$ cat src/rtl/edm_pkg.sv
package edm_pkg;

   localparam int COORD_BITS = 16;
   localparam int ACC_BITS   = 37;
   localparam int LEN_BITS   = 20;

   // root of an ACC_BITS radicand, taken one bit pair per step
   localparam int ROOT_BITS  = (ACC_BITS + 1) / 2;
   localparam int RAD_BITS   = 2 * ROOT_BITS;
   localparam int REM_BITS   = ROOT_BITS + 2;

   localparam int STEP_MAX   = (ROOT_BITS > COORD_BITS) ? ROOT_BITS : COORD_BITS;
   localparam int CNT_BITS   = $clog2(STEP_MAX);

   localparam logic METRIC_EUCLID    = 1'b0;
   localparam logic METRIC_MANHATTAN = 1'b1;

   typedef enum logic [4:0] {
      S_IDLE = 5'b00001,
      S_MUL  = 5'b00010,
      S_ACC  = 5'b00100,
      S_ROOT = 5'b01000,
      S_OUT  = 5'b10000
   } state_type;

endpackage

$ cat src/rtl/edge_distance_euclid_manhattan.sv
// Channel  | handshake           | payload
// ---------+---------------------+-------------------------------------------
// req      | req_valid/req_stall | first_coord, second_coord (Q8.8), last_dim
// rsp      | rsp_valid/rsp_stall | length (Q12.8, 20b), overflow
// csr      | csr_wr_en           | csr_wr_data = metric (0 euclid, 1 manhattan)
//
// A Euclidean item runs accept, 16 steps of the serial shift-add multiplier
// and accumulate; a Manhattan item runs accept and accumulate. A last item
// adds 19 bit-pair square root steps (Euclidean only) and an output state.
// Reset is synchronous, clears metric, accumulator, flag and control state.
// The result sits in an output register; the next item is taken while it
// waits, and only a second result stalls behind a stalled rsp side.
module edge_distance_euclid_manhattan
   import edm_pkg::*;
(
   input  logic                        clock,
   input  logic                        reset,

   input  logic                        csr_wr_en,
   input  logic                        csr_wr_data,

   input  logic                        req_valid,
   output logic                        req_stall,
   input  logic signed [COORD_BITS-1:0] req_first_coord,
   input  logic signed [COORD_BITS-1:0] req_second_coord,
   input  logic                        req_last_dim,

   output logic                        rsp_valid,
   input  logic                        rsp_stall,
   output logic [LEN_BITS-1:0]         rsp_length,
   output logic                        rsp_overflow
);

   state_type                 state_ff, state_in;
   logic                      metric_ff, metric_in;     // csr register
   logic                      imetric_ff, imetric_in;   // metric of item in flight
   logic                      last_ff, last_in;
   logic [COORD_BITS-1:0]     diff_ff, diff_in;
   logic [2*COORD_BITS-1:0]   prod_ff, prod_in;         // {hi, multiplier shift}
   logic [ACC_BITS-1:0]       acc_ff, acc_in;
   logic                      sat_ff, sat_in;
   logic [RAD_BITS-1:0]       rad_ff, rad_in;           // radicand shift register
   logic [REM_BITS-1:0]       rem_ff, rem_in;
   logic [ROOT_BITS-1:0]      root_ff, root_in;
   logic [CNT_BITS-1:0]       cnt_ff, cnt_in;
   logic                      rsp_valid_ff, rsp_valid_in;
   logic [LEN_BITS-1:0]       rsp_length_ff, rsp_length_in;
   logic                      rsp_overflow_ff, rsp_overflow_in;

   // datapath temporaries
   logic [COORD_BITS-1:0]     a_u, b_u, diff_new;
   logic [COORD_BITS:0]       mul_sum;
   logic [ACC_BITS:0]         term_ext, acc_sum;
   logic [ACC_BITS-1:0]       acc_new;
   logic [REM_BITS+1:0]       rem_sh, trial, rem_diff;
   logic                      out_free, len_clamp;
   logic [LEN_BITS-1:0]       len_val;

   assign req_stall    = (state_ff != S_IDLE);
   assign rsp_valid    = rsp_valid_ff;
   assign rsp_length   = rsp_length_ff;
   assign rsp_overflow = rsp_overflow_ff;

   always_comb begin
      // offset binary keeps the ordering of the signed coordinates
      a_u      = {~req_first_coord[COORD_BITS-1],  req_first_coord[COORD_BITS-2:0]};
      b_u      = {~req_second_coord[COORD_BITS-1], req_second_coord[COORD_BITS-2:0]};
      diff_new = (a_u >= b_u) ? (a_u - b_u) : (b_u - a_u);

      // shift-add step: add multiplicand to the high half when lsb set
      mul_sum  = {1'b0, prod_ff[2*COORD_BITS-1:COORD_BITS]}
               + (prod_ff[0] ? {1'b0, diff_ff} : {(COORD_BITS+1){1'b0}});

      // saturating accumulate
      if (imetric_ff == METRIC_MANHATTAN) begin
         term_ext = {{(ACC_BITS+1-COORD_BITS){1'b0}}, diff_ff};
      end else begin
         term_ext = {{(ACC_BITS+1-2*COORD_BITS){1'b0}}, prod_ff};
      end
      acc_sum  = {1'b0, acc_ff} + term_ext;
      acc_new  = acc_sum[ACC_BITS] ? {ACC_BITS{1'b1}} : acc_sum[ACC_BITS-1:0];

      // one restoring root step: bring down two radicand bits, try 4q+1
      rem_sh   = {rem_ff, rad_ff[RAD_BITS-1 -: 2]};
      trial    = {{(REM_BITS-ROOT_BITS){1'b0}}, root_ff, 2'b01};
      rem_diff = rem_sh - trial;

      // final length
      len_clamp = (|acc_ff[ACC_BITS-1:LEN_BITS]);
      if (imetric_ff == METRIC_MANHATTAN) begin
         len_val = len_clamp ? {LEN_BITS{1'b1}} : acc_ff[LEN_BITS-1:0];
      end else begin
         len_val = {{(LEN_BITS-ROOT_BITS){1'b0}}, root_ff};
      end

      out_free = !rsp_valid_ff || !rsp_stall;

      state_in        = state_ff;
      metric_in       = csr_wr_en ? csr_wr_data : metric_ff;
      imetric_in      = imetric_ff;
      last_in         = last_ff;
      diff_in         = diff_ff;
      prod_in         = prod_ff;
      acc_in          = acc_ff;
      sat_in          = sat_ff;
      rad_in          = rad_ff;
      rem_in          = rem_ff;
      root_in         = root_ff;
      cnt_in          = cnt_ff;
      rsp_valid_in    = rsp_valid_ff && rsp_stall;
      rsp_length_in   = rsp_length_ff;
      rsp_overflow_in = rsp_overflow_ff;

      case (state_ff)
         S_IDLE: begin
            if (req_valid) begin
               diff_in    = diff_new;
               last_in    = req_last_dim;
               imetric_in = metric_ff;
               prod_in    = {{COORD_BITS{1'b0}}, diff_new};
               cnt_in     = CNT_BITS'(COORD_BITS - 1);
               state_in   = (metric_ff == METRIC_MANHATTAN) ? S_ACC : S_MUL;
            end
         end
         S_MUL: begin
            prod_in = {mul_sum, prod_ff[COORD_BITS-1:1]};
            cnt_in  = cnt_ff - 1'b1;
            if (cnt_ff == '0) begin
               state_in = S_ACC;
            end
         end
         S_ACC: begin
            acc_in = acc_new;
            if (acc_sum[ACC_BITS]) begin
               sat_in = 1'b1;
            end
            if (!last_ff) begin
               state_in = S_IDLE;
            end else if (imetric_ff == METRIC_EUCLID) begin
               rad_in   = {{(RAD_BITS-ACC_BITS){1'b0}}, acc_new};
               rem_in   = '0;
               root_in  = '0;
               cnt_in   = CNT_BITS'(ROOT_BITS - 1);
               state_in = S_ROOT;
            end else begin
               state_in = S_OUT;
            end
         end
         S_ROOT: begin
            rad_in = {rad_ff[RAD_BITS-3:0], 2'b00};
            if (rem_sh >= trial) begin
               rem_in  = rem_diff[REM_BITS-1:0];
               root_in = {root_ff[ROOT_BITS-2:0], 1'b1};
            end else begin
               rem_in  = rem_sh[REM_BITS-1:0];
               root_in = {root_ff[ROOT_BITS-2:0], 1'b0};
            end
            cnt_in = cnt_ff - 1'b1;
            if (cnt_ff == '0) begin
               state_in = S_OUT;
            end
         end
         S_OUT: begin
            if (out_free) begin
               rsp_valid_in    = 1'b1;
               rsp_length_in   = len_val;
               rsp_overflow_in = sat_ff
                               || ((imetric_ff == METRIC_MANHATTAN) && len_clamp);
               acc_in          = '0;
               sat_in          = 1'b0;
               state_in        = S_IDLE;
            end
         end
         default: begin
            state_in = S_IDLE;
         end
      endcase
   end

   always_ff @(posedge clock) begin
      if (reset) begin
         state_ff     <= S_IDLE;
         metric_ff    <= METRIC_EUCLID;
         acc_ff       <= '0;
         sat_ff       <= 1'b0;
         rsp_valid_ff <= 1'b0;
      end else begin
         state_ff     <= state_in;
         metric_ff    <= metric_in;
         acc_ff       <= acc_in;
         sat_ff       <= sat_in;
         rsp_valid_ff <= rsp_valid_in;
      end
   end

   always_ff @(posedge clock) begin
      imetric_ff      <= imetric_in;
      last_ff         <= last_in;
      diff_ff         <= diff_in;
      prod_ff         <= prod_in;
      rad_ff          <= rad_in;
      rem_ff          <= rem_in;
      root_ff         <= root_in;
      cnt_ff          <= cnt_in;
      rsp_length_ff   <= rsp_length_in;
      rsp_overflow_ff <= rsp_overflow_in;
   end

endmodule

$ cat config.mk
export PLATFORM = sky130hd
export DESIGN_NAME = edge_distance_euclid_manhattan
export DESIGN_NICKNAME = d
export VERILOG_FILES = /design/src/rtl/edm_pkg.sv /design/src/rtl/edge_distance_euclid_manhattan.sv
export SDC_FILE = /design/constraint.sdc
export NUM_CORES = 1
export LEC_CHECK = 0
export BUFFER_PORTS_ARGS = -buffer_cell sky130_fd_sc_hd__clkbuf_2
export CORE_MARGIN = 2
export CORE_UTILIZATION = 50
export CTS_CLUSTER_DIAMETER = 200
export DETAILED_ROUTE_END_ITERATION = 10
export PLACE_DENSITY = 0.7
export SLEW_MARGIN = 20
export SYNTH_ARGS = -nofsm -noshare
export SYNTH_HDL_FRONTEND = slang
export SYNTH_SLANG_ARGS = --single-unit
$ cat constraint.sdc
create_clock -name clock -period 5.6 [get_ports clock]
set_input_delay 1.12 -clock clock [delete_from_list [all_inputs] [get_ports clock]]
set_output_delay 1.12 -clock clock [all_outputs]
set_load 0.05 [all_outputs]
Word-level counts from Yosys, hierarchy flattened

Cells that the tools add are included.

Flip-flop bits (word level): 199
Input bits: 39

Mux-type cells: 38
Equal/unequal tests: 13
Order comparisons: 2
Bitwise gates (word level): 2
Reduce and logical (&&, ||, !) cells: 21
Add/sub/neg operators: 6

Operators by type and width:

| cell               | count |
|---|---|
| $mux 38            | 2 |
| $pmux 38 s2        | 1 |
| $mux 37            | 2 |
| $pmux 37 s2        | 1 |
| $mux 32            | 2 |
| $pmux 32 s2        | 1 |
| $mux 21            | 3 |
| $mux 19            | 3 |
| $mux 5             | 9 |
| $pmux 21 s2        | 1 |
| $add 37x32->38     | 1 |
| $pmux 19 s2        | 1 |
| $mux 16            | 2 |
| $sub 16x16->16     | 2 |
| $pmux 5 s5         | 1 |
| $ge 23x21->1       | 1 |
| $sub 21x21->21     | 1 |
| $mux 20            | 1 |
| $add 16x16->17     | 1 |
| $reduce_or 17->1   | 1 |
| $ge 16x16->1       | 1 |
| $pmux 5 s3         | 1 |
| $ne 2x2->1 const B | 7 |
| $reduce_and 2->1   | 4 |
| 20 further kinds   | 32 |

Longest topological paths before layout

Gate-level depths: netlist of the first run.

Depth in word-level cells: 6
Depth in mapped cells: 14
Mapped depth without buffers: 13

Worst setup path before layout of the first run

Ideal clock, no wire load.

Kind: register to register
From: register state_ff[0]
To: register rad_ff[0], enable pin
Setup slack: -0.155 ns
Buffers on the path: 1
Required time: 5.052 ns
Arrival: 5.207 ns
Stages on the path, launching flop included: 6
Clock period less this slack: 5.755 ns
Cells stage by stage: dfxtp_1 > or3_1 > nor3b_1 > clkbuf_1 > nand2_1 > a22oi_1

Longest elaborated chain between the ends: 3
Elaborated cells on any way between the ends: 6

RTL lines:

| element                                                   | line                                  | source |
|---|---|---|
| start, declared                                           | edge_distance_euclid_manhattan.sv:34  | `state_type state_ff, state_in;` |
| start signal, assigned                                    | edge_distance_euclid_manhattan.sv:188 | `state_ff <= state_in;` |
| $eq 5x3->1 or $eq 5x4->1 (tied branches)                  | edge_distance_euclid_manhattan.sv:114 | `case (state_ff)` |
| $ne 2x2->1 (no line) or $reduce_bool 2->1 (tied branches) | --                                    |  |
| $reduce_and 3->1 (no line) *                              | --                                    |  |
| end signal, assigned                                      | edge_distance_euclid_manhattan.sv:201 | `rad_ff <= rad_in;` |
| end, declared                                             | edge_distance_euclid_manhattan.sv:42  | `logic [RAD_BITS-1:0] rad_ff, rad_in;` |

Mark *: on every way between the ends. The rest lies on a longest branch, timed or not.
A chain may end at the register's enable or synchronous reset.

Final worst setup path of the first run

From: register imetric_ff
To: register rad_ff[32], data pin

Longest elaborated chain between the ends: 6

RTL lines:

| element                | line                                  | source |
|---|---|---|
| start, declared        | edge_distance_euclid_manhattan.sv:36  | `logic imetric_ff, imetric_in;` |
| start signal, assigned | edge_distance_euclid_manhattan.sv:197 | `imetric_ff <= imetric_in;` |
| $mux 32                | edge_distance_euclid_manhattan.sv:75  | `if (imetric_ff == METRIC_MANHATTAN) begin` |
| $add 37x32->38         | edge_distance_euclid_manhattan.sv:80  | `acc_sum = {1'b0, acc_ff} + term_ext;` |
| $mux 37                | edge_distance_euclid_manhattan.sv:81  | `acc_new = acc_sum[ACC_BITS] ? {ACC_BITS{1'b1}} : acc_sum[ACC_BITS-1:0];` |
| $mux 38                | edge_distance_euclid_manhattan.sv:139 | `end else if (imetric_ff == METRIC_EUCLID) begin` |
| $mux 38                | edge_distance_euclid_manhattan.sv:137 | `if (!last_ff) begin` |
| $pmux 38 s2            | edge_distance_euclid_manhattan.sv:114 |  |
| net rad_in[32]         | edge_distance_euclid_manhattan.sv:42  |  |

The timed path passes the listed nets, and every way through them passes these cells. The select of a mux whose other input is x is not followed.

==> metrics.txt, run 1 <==
status=complete, no violations; Clock Skews=between 10 and 15 ps; H-tree Lvls=4; initial antenna violation count=0; clk slew on worst S/H paths=roughly 70 ps; synthesized cell area=around 0.013 mm2; syn avg cell area=between 9 and 10 um2; Hold Path Class=register to register; Pins Over Slew Limit=0; Die Ht=168 um; row cnt=59; commonest non-fill, non-tap cell in the layout=nor2_1; CTS tree=done; P_leak=between 5 and 6 nW; Num Clock Sinks=~200; Critical Path End Type=register; sequential-to-total area share from yosys stat=between 40% and 50%; combinational share of power=between 30% and 40%; worst vdd ir=around 0.23 mV; R2R setup slack=~1000 ps; Final Cycle Share=82.1%; worst skew pair latency=440 ps; Post-CTS Setup Inserts=0; via count=10600; Hold Path End=acc_ff[10]; Util after Layout=approximately 56%; HPWL after DPL=between 20000 and 25000 um; clk buf depth=2; ys async rst share=0%; Routed Antenna Nets=0; global-route wire length before repair=~52000 um; vias per cell=approximately 5.8; Clk pwr share=roughly a quarter; achievable clock frequency=roughly 220 MHz; die area=between 0.02 and 0.03 mm2; post-CTS sizing=0; nets@finish=approximately 1600; Reg-to-Reg End=rad_ff[32]; most frequent cells in the layout=nor2_1, edfxtp_1, a21oi_1, ha_1, nand2_1; Synth cell types=75; Port Buffers=a little over 60; pin count of the biggest net entering global routing=between 90 and 100; Hold Vio Cnt, Final=0; Worst Min Path Start=acc_ff[10]; MaxCap Viol Count=0; RSZ-0062 raised after global routing=false; Slew headroom=32.3%; Cell Area, Placed=about 0.014 mm2; RD Place Congestion=0.935; core area=0.0262 mm2; Int Pwr=3.10 mW; Seq pwr share=a little over 40%; Min-Delay Path Depth=2; Avg WL per Cell=about 18 um; sw frac=approximately a third; Crit Path Max Fanout=41; final number of setup-violating endpoints=0; layout cells sized above 1=a little over a tenth; Layout area overhead=8.55%; ANT cells=0; CTS root buffer=clkbuf_16; Setup CP Type=register to register; Place WS=between 1000 and 1500 ps; syn nets=~1600; synthesized flop and latch total=roughly 200; vias in the first global route=9845; Iter 0 DRT Violations=between 800 and 900; setup TNS=0 ps; Post-synth EDFFs=154; CP Data Arrival Time=approximately 4800 ps; Syn. warnings=0; cts bufs inserted=17; Pwr Total=~4.8 mW; DR DRC count=0; die width=between 150 and 200 um; Pre-Repair DR Iteration Count=5; io pins=62; Worst-Margin Slew=between 1000 and 1500 ps; R2R cell count=11; P_sw=1.67 mW; cells after synthesis=approximately 1400; crit start category=register; worst reg2reg startpoint=imetric_ff; Worst Slack Setup Final=roughly 1000 ps; hold buffers post-CTS=0; min Tclk post-route=4600 ps; GRT Total Usage=23.1%; cell area after layout=roughly 0.015 mm2; CP required=slightly below 6000 ps; final WL=around 32000 um; filler instances=2300; grt total ovfl=0; Pwr Density=327 mW/mm2; dominant synthesized flop cell=edfxtp_1; initial core utilization=51.3%
## synth_stat cells, types with 19 or more instances
cell type  count  area (um2)
nand3_1       36         180
a31oi_1       33         206
a21oi_1      105         526
o21ai_0       63         315
nor2b_1       33         206
a21o_1        27         203
mux2i_1       29         290
clkbuf_1      53         199
xor2_1        33         289
nand2_1       91         342
ha_1         102        1280
o211ai_1      24         180
inv_1         82         308
nor3_1        36         180
dfxtp_1       45         901
nor2_1       206         773
mux2_2        25         282
o21a_1        19         143
edfxtp_1     154        4620
and2_1        21         131
xnor2_1       35         307
## registers in the layout, indices dropped and copies added (netlist names)
register,flops
rsp_length,20
cnt_ff,5
prod_ff,32
state_ff,5
imetric_ff,1
diff_ff,16
last_ff,1
rsp_valid,1
rem_ff,21
rad_ff,38
acc_ff,37
root_ff,19
rsp_overflow,1
sat_ff,1
metric_ff,1
## layer usage
| metal | vias up | wire, um | part of all wire, % | global-route usage (%) |
|---|---|---|---|---|
| met5 | - | 0 | 0 | 0 |
| met4 | 0 | 522 | 1.6 | 6.43 |
| met3 | 32 | 1480 | 4.6 | 2.52 |
| met2 | 278 | 14900 | 46 | 36.9 |
| met1 | 5006 | 15500 | 48 | 33.5 |
| li1 | 5281 | - | - | - |
## critical path, cell delays in order, from the launching register on
cell	delay [ps]
edfxtp_1	760
buf_4	470
mux2_2	400
ha_1	240
a211oi_1	300
o21a_1	210
o31a_1	180
a31oi_1	170
a21oi_1	540
or2_2	600
nand2_1	220
o22a_1	250
## power groups by stage
stage                     Clock (mW)  Sequential [mW]  Combinational, mW
after global placement             0             1.99               1.51
after detailed placement           0             1.99               1.54
after CTS                       1.27             1.96               1.55
final                           1.25             1.96               1.56
after global routing            1.32             1.98               1.74
after floorplan                    0             1.92               1.21
## cells by family after synthesis
| logic type | synth area share [%] |
|---|---|
| flip-flops | 41.1 |
| adder cells (fa/ha/maj) | 10.1 |
| buffers and inverters | 4.63 |
| AND/OR/NAND/NOR | 17.5 |
| multiplexers | 4.26 |
| XOR/XNOR | 4.43 |
| AO/OA/AOI/OAI | 18.0 |
## stage by stage
step           instances  hold WS, ps
6_report            1819          490
4_1_cts             1819          492
5_1_grt             1819          518
2_1_floorplan       1445          445
3_5_place_dp        1787          482
3_3_place_gp        1787          480
## area by class of cell
class | count | area, um2 | area share (%)
Multi-Input combinational cell | 1094 | 7310 | 50.1
Sequential cell | 199 | 5530 | 37.9
Clock buffer | 19 | 433 | 2.97
Timing Repair Buffer | 77 | 425 | 2.92
Tap cell | 335 | 419 | 2.87
Inverter | 82 | 308 | 2.11
Clock inverter | 13 | 160 | 1.10
## worst max path at each step
stage / endpoint / cells past startpoint / slack (ps) / startpoint
6_report: rad_ff[32] / 11 / 1000 / imetric_ff
5_1_grt: rad_ff[32] / 11 / 680 / imetric_ff
4_1_cts: rad_ff[23] / 9 / 1030 / imetric_ff
3_5_place_dp: rad_ff[23] / 9 / 1070 / imetric_ff
3_3_place_gp: prod_ff[14] / 12 / 1180 / req_first_coord[5]
2_1_floorplan: rad_ff[0] / 5 / 1530 / state_ff[0]
No activity file was read; power rests on OpenSTA's default activity.
==> run 2, diff against run 1 <==
--- a/config.mk
+++ b/config.mk
@@ -10,7 +10,7 @@
 export CORE_UTILIZATION = 50
 export CTS_CLUSTER_DIAMETER = 200
 export DETAILED_ROUTE_END_ITERATION = 10
-export PLACE_DENSITY = 0.7
+export PLACE_DENSITY = 0.67
 export SLEW_MARGIN = 20
 export SYNTH_ARGS = -nofsm -noshare
 export SYNTH_HDL_FRONTEND = slang
==> constraint.sdc (replaced) <==
create_clock -name clock -period 4.66 [get_ports clock]
set_input_delay 0.932 -clock clock [delete_from_list [all_inputs] [get_ports clock]]
set_output_delay 0.932 -clock clock [all_outputs]
set_load 0.05 [all_outputs]
==> run 2 against run 1 <==
Compared with the run above: global-route usage increased by 0.49 points; sequential share of layout area is 0.23 points lower; final cell count rose by 0.44%; utilization up 0.33 points; critical path depth grew 2; sequential power grew 20%; clock power is 19% higher; maximum frequency increased by 12%; largest power group unchanged.
==> metrics.txt, run 2 (same netlist as run 1, synthesis figures left out) <==
layout cells sized above 1=11.1% (+0.61 points); P_sw=2.00 mW (+20%); pin count of the biggest net entering global routing=79 (-13%); Worst Setup EP=rad_ff[25]; Die Ht=168 um (unchanged); achievable clock frequency=243 MHz (+12%); die area=0.0282 mm2 (unchanged); initial antenna violation count=0 (unchanged); CTS tree=done; row cnt=59 (unchanged); Clock Skews=13.7 ps (+1.95 ps); Routed Antenna Nets=0 (unchanged); Hold Vio Cnt, Final=0 (unchanged); Setup CP Type=register to register; Reg-to-Reg End=rad_ff[25]; Worst Slack Setup Final=545 ps (-458 ps); initial core utilization=51.3% (unchanged); CTS root buffer=clkbuf_16; RSZ-0062 raised after global routing=false; clk buf depth=2 (unchanged); combinational share of power=32.8% (about the same); CP startpoint=imetric_ff; Register Area=0.00553 mm2 (unchanged); ANT cells=0 (unchanged); grt total ovfl=0 (unchanged); Crit Path Max Fanout=36 (-12%); sw frac=34.9% (-0.11 points); Worst-Margin Slew=865 ps (-150 ps); Seq pwr share=41.1% (about the same); most frequent cells in the layout=nor2_1, edfxtp_1, a21oi_1, ha_1, nand2_1; Slew headroom=42.2% (+9.9 points); via count=10700 (+1.3%); crit start category=register; Layout area overhead=9.20%; filler instances=2346 (+2.0%); commonest non-fill, non-tap cell in the layout=nor2_1; DR DRC count=0 (unchanged); Pre-Repair DR Iteration Count=6 (+1); RD Place Congestion=0.881 (-5.8%); Int Pwr=3.73 mW (+20%); MaxCap Viol Count=0 (unchanged); core area=0.0262 mm2 (unchanged); worst vdd ir=0.272 mV (+17%); status=complete, no violations; Post-CTS Setup Inserts=0 (unchanged); P_leak=6.04 nW (+0.77%); H-tree Lvls=4 (unchanged); setup TNS=0 ps (unchanged); Port Buffers=61 (unchanged); Pwr Density=390 mW/mm2 (+19%); clk slew on worst S/H paths=80 ps (about the same); CP Data Arrival Time=4400 ps (-390 ps); R2R setup slack=550 ps (-460 ps); max FFs per register=38 (unchanged); cts bufs inserted=17 (unchanged); post-CTS sizing=0 (unchanged); Clk pwr share=26.1% (-0.2 points); io pins=62 (unchanged); global-route wire length before repair=53400 um (+2.5%); Place WS=494 ps (-580 ps); min Tclk post-route=4110 ps (-482 ps); R2R cell count=13 (+2); final WL=32800 um (+1.1%); Num Clock Sinks=199 (unchanged); Avg WL per Cell=17.9 um (+0.70%); Iter 0 DRT Violations=842 (-5.8%); HPWL after DPL=24100 um (-0.38%); Final Cycle Share=88.3% (+6.2 points); Pins Over Slew Limit=0 (unchanged); Hold Path Class=register to register; nets@finish=1624 (+0.50%); Critical Path End Type=register; Regs by FF count=rad_ff (38), acc_ff (37), prod_ff (32); multi-input logic area=0.00731 mm2 (about the same); register name with the most flops=rad_ff; hold buffers post-CTS=0 (unchanged); worst reg2reg startpoint=imetric_ff; CP required=4950 ps (-840 ps); vias per cell=5.88 (+0.91%); die width=168 um (unchanged); vias in the first global route=10400 (+5.6%); GRT Total Usage=23.6% (+0.49 points); worst skew pair latency=440 ps (about the same); final number of setup-violating endpoints=0 (unchanged)
==> run 2: changes by cell type in the layout (fill, tap and decap cells not counted), sizes merged <==
cell	change
clkinv	+1
buf	+8
clkbuf	-2
clkinvlp	+1
==> run 2: worst max-delay path: stages, from the launching register on <==
cell,delay (ps)
edfxtp_1,780
buf_4,260
mux2_2,370
ha_1,340
o21ai_0,90
nor2_1,220
o311ai_0,150
buf_4,180
a31oi_1,250
a21oi_1,130
buf_4,170
nor2_4,680
nor2_1,170
a21oi_1,180
==> run 2: how the worst min path moves through the flow <==
stage | start | endpoint | slack, ps | cells after the start
finish | acc_ff[29] | acc_ff[29] | 510 | 2
global route | acc_ff[29] | acc_ff[29] | 540 | 2
CTS | acc_ff[27] | acc_ff[27] | 510 | 2
detailed placement | sat_ff | sat_ff | 500 | 2
global placement | sat_ff | sat_ff | 490 | 2
floorplan | metric_ff | imetric_ff | 450 | 0
==> run 2: per-layer routing <==
| metal | GRT usage (%) | wire (um) |
|---|---|---|
| met1 | 32.0 | 14900 |
| met2 | 38.6 | 15200 |
| met3 | 3.60 | 1740 |
| met4 | 8.54 | 968 |
| met5 | 0 | 0 |
==> run 2: metrics by stage <==
step                hold WS (ps)  power [mW]  utilization, %  cells  instance area, um2
detailed placement           497        4.25            53.7   1794               14100
global route                 542        6.06            56.0   1827               14700
global placement             486        4.20            53.7   1794               14100
floorplan                    445        3.77               -   1445               13400
CTS                          512        5.74            55.9   1826               14700
finish                       507        5.73            56.0   1827               14700
==> run 2: area by class of cell <==
| class | count | area share, % |
|---|---|---|
| repair buffers | 85 | 3.51 |
| well taps | 335 | 2.86 |
| multi-input cells | 1094 | 49.9 |
| clock inverters | 15 | 1.10 |
| clock buffers | 17 | 2.90 |
| flip-flops and latches | 199 | 37.7 |
| inverters | 82 | 2.10 |
==> run 2: power groups by stage <==
stage,Clock (mW),Sequential [mW],Combinational [mW]
after CTS,1.51,2.36,1.87
after global placement,0,2.39,1.81
after floorplan,0,2.31,1.45
after detailed placement,0,2.40,1.86
final,1.49,2.36,1.88
after global routing,1.59,2.38,2.09
==> run 3, diff against run 2 <==
--- a/config.mk
+++ b/config.mk
@@ -8,9 +8,10 @@
 export BUFFER_PORTS_ARGS = -buffer_cell sky130_fd_sc_hd__clkbuf_2
 export CORE_MARGIN = 2
 export CORE_UTILIZATION = 50
+export CTS_BUF_LIST = sky130_fd_sc_hd__clkbuf_8 sky130_fd_sc_hd__clkbuf_16
 export CTS_CLUSTER_DIAMETER = 200
 export DETAILED_ROUTE_END_ITERATION = 10
-export PLACE_DENSITY = 0.67
+export PLACE_DENSITY = 0.7
 export SLEW_MARGIN = 20
 export SYNTH_ARGS = -nofsm -noshare
 export SYNTH_HDL_FRONTEND = slang
==> constraint.sdc (replaced) <==
create_clock -name clock -period 3.4 [get_ports clock]
set_input_delay 0.68 -clock clock [delete_from_list [all_inputs] [get_ports clock]]
set_output_delay 0.68 -clock clock [all_outputs]
set_load 0.05 [all_outputs]
==> run 3 against run 2 <==
Compared with the run above: the flow now finishes with violations (negative setup slack); non-clock buffer count rose by 95; maximum frequency rose by 17%; sequential share of layout area decreased by 2.7 points; total power up 45%; flip-flop and latch count is the same; combinational power grew 61%; wire length is 2.0% higher; largest cell class unchanged; highest routed layer unchanged; via count grew 3.5%; global-route usage down 0.40 points; register-to-register slack got worse by 660 ps; clock-buffer cell count is 1 higher.
==> metrics.txt, run 3 (same netlist as run 1, synthesis figures left out) <==
status=finished with violations; failing checks=negative setup slack; nets@finish=1719 (+5.8%); Crit Path Max Fanout=5 (-86%); cts bufs inserted=17 (unchanged); met3 wire length=1620 um (-6.9%); Slew headroom=34.8% (-7.4 points); vias in the first global route=10400 (-0.067%); commonest non-fill, non-tap cell in the layout=nor2_1; Min Hold Slack=430 ps (-76.9 ps); CTS tree=done; Worst path slowest cell=edfxtp_1; worst vdd ir=0.368 mV (+35%); HPWL after DPL=24400 um (+1.5%); most frequent cells in the layout=nor2_1, edfxtp_1, buf_4, a21oi_1, ha_1; layout cells sized above 1=19.1% (+8.0 points); initial core utilization=51.3% (unchanged); global-route wire length before repair=52700 um (-1.3%); Regs by FF count=rad_ff (38), acc_ff (37), prod_ff (32); Pre-Repair DR Iteration Count=5 (-1); worst skew pair latency=440 ps (about the same); filler instances=2207 (-5.9%); io pins=62 (unchanged); core area=0.0262 mm2 (unchanged); max FFs per register=38 (unchanged); Setup CP Type=register to register; RSZ-0062 raised after global routing=true; P_leak=6.60 nW (+9.3%); Pins Over Slew Limit=0 (unchanged); RD Place Congestion=0.911 (+3.4%); row cnt=59 (unchanged); GRT Total Usage=23.2% (-0.40 points); die width=168 um (unchanged); CTS root buffer=clkbuf_16; via count=11100 (+3.5%); Layout area overhead=17.7%; cell mode on critical path=buf_4; Num Clock Sinks=199 (unchanged); Pwr Density=523 mW/mm2 (+34%); CP max stage delay=420 ps (-360 ps); Critical Path End Type=register; H-tree Lvls=4 (unchanged); crit start category=register; Routed Antenna Nets=0 (unchanged); Iter 0 DRT Violations=743 (-12%); WL met2=16100 um (+6.0%); final WL=33400 um (+2.0%); MaxCap Viol Count=0 (unchanged); setup TNS=-1240 ps (-1240 ps); Final Cycle Share=103% (+15 points); DR DRC count=0 (unchanged); Hold Vio Cnt, Final=0 (unchanged); Top Metal Used=met4; grt total ovfl=0 (unchanged); crit path cell chain=buf_12 -> clkbuf_16 -> mux2_2 -> ha_1 -> buf_4 -> a21o_1 -> a221oi_2 -> nand2b_4 -> a31oi_1 -> buf_4 -> a21oi_1 -> xor2_1 -> buf_4 -> a31oi_1; initial antenna violation count=0 (unchanged); Worst Slack Setup Final=-113 ps (-659 ps); vias per cell=5.79 (-1.6%); ANT cells=0 (unchanged); hold buffers post-CTS=0 (unchanged); pin count of the biggest net entering global routing=90 (+14%); Worst-Margin Slew=977 ps (+113 ps); Clock Skews=12.5 ps (-1.24 ps); clk slew on worst S/H paths=70 ps (about the same); achievable clock frequency=285 MHz (+17%); Die Ht=168 um (unchanged); register name with the most flops=rad_ff; min Tclk post-route=3510 ps (-601 ps); clk buf depth=2 (unchanged); Avg WL per Cell=17.4 um (-3.0%); Hold Path Class=primary input to register; die area=0.0282 mm2 (unchanged); final number of setup-violating endpoints=32 (+32); Port Buffers=61 (unchanged); CP Data Arrival Time=3660 ps (-740 ps); WL met1=14700 um (-0.85%); CP required=3550 ps (-1400 ps)
==> run 3: cell count changes in the layout (fill, tap and decap cells not counted), moves of 5 or more <==
cell	before	now
buf_4	21	105
o21ai_0	63	50
o21ai_1	0	11
buf_12	2	8
a21oi_1	105	100
a21oi_2	2	7
==> run 3: stage by stage <==
| stage | util, % | instance area (um2) | power, mW | setup WS (ps) | instances |
|---|---|---|---|---|---|
| global route | 60.3 | 15800 | 8.73 | -198 | 1922 |
| floorplan | - | 13500 | 5.18 | -435 | 1445 |
| global placement | 56.6 | 14800 | 5.99 | -287 | 1883 |
| CTS | 59.1 | 15500 | 8.11 | 0.688 | 1917 |
| finish | 60.3 | 15800 | 8.28 | -113 | 1922 |
| detailed placement | 56.6 | 14800 | 6.06 | -312 | 1883 |
==> run 3: final cells by class <==
class                   instances  area [um2]  area share (%)
clock inverters                14         156           0.989
clock buffers                  18         439            2.78
repair buffers                180        1360            8.62
inverters                      82         308            1.95
multi-input cells            1094        7600            48.1
well taps                     335         419            2.65
flip-flops and latches        199        5530            35.0
==> run 3: timing repair <==
action	CTS	global route
buffers inserted	2	2
pin swaps	1	25
endpoints found under the hold margin	0	0
resized for setup	11	54
gates cloned	0	5
setup endpoints to repair	65	79
==> run 3: routing by layer <==
metal | vias to the layer above | global-route usage, %
met3 | 57 | 2.75
met1 | 5251 | 31.0
li1 | 5498 | -
met2 | 314 | 39.1
met5 | - | 0
met4 | 0 | 8.62
==> run 3: worst max-delay path: cells and delay by family (launching register included) <==
family | cells | cell delay [ps]
mux | 1 | 280
compound gates | 5 | 830
fa+ha+maj | 1 | 320
flops | 1 | 420
simple gates | 1 | 200
xor+xnor | 1 | 330
buf+inv | 5 | 830
==> run 3: worst paths after layout <==
check                to  slack [ps]  depth (start not counted)    startpoint
min reg2reg  acc_ff[30]         490                          2    acc_ff[30]
max reg2reg  rad_ff[22]        -110                         14    imetric_ff
min             last_ff         430                          1  req_last_dim
max          rad_ff[22]        -110                         14    imetric_ff
==> run 3: where the power goes <==
| part | switching (mW) | leakage (nW) | total, mW | internal, mW |
|---|---|---|---|---|
| logic | 1.69 | 4.61 | 3.02 | 1.32 |
| clock network | 0.995 | 0.281 | 2.06 | 1.07 |
| registers | 0.164 | 1.71 | 3.20 | 3.03 |
| total | 2.85 | 6.60 | 8.28 | 5.42 |
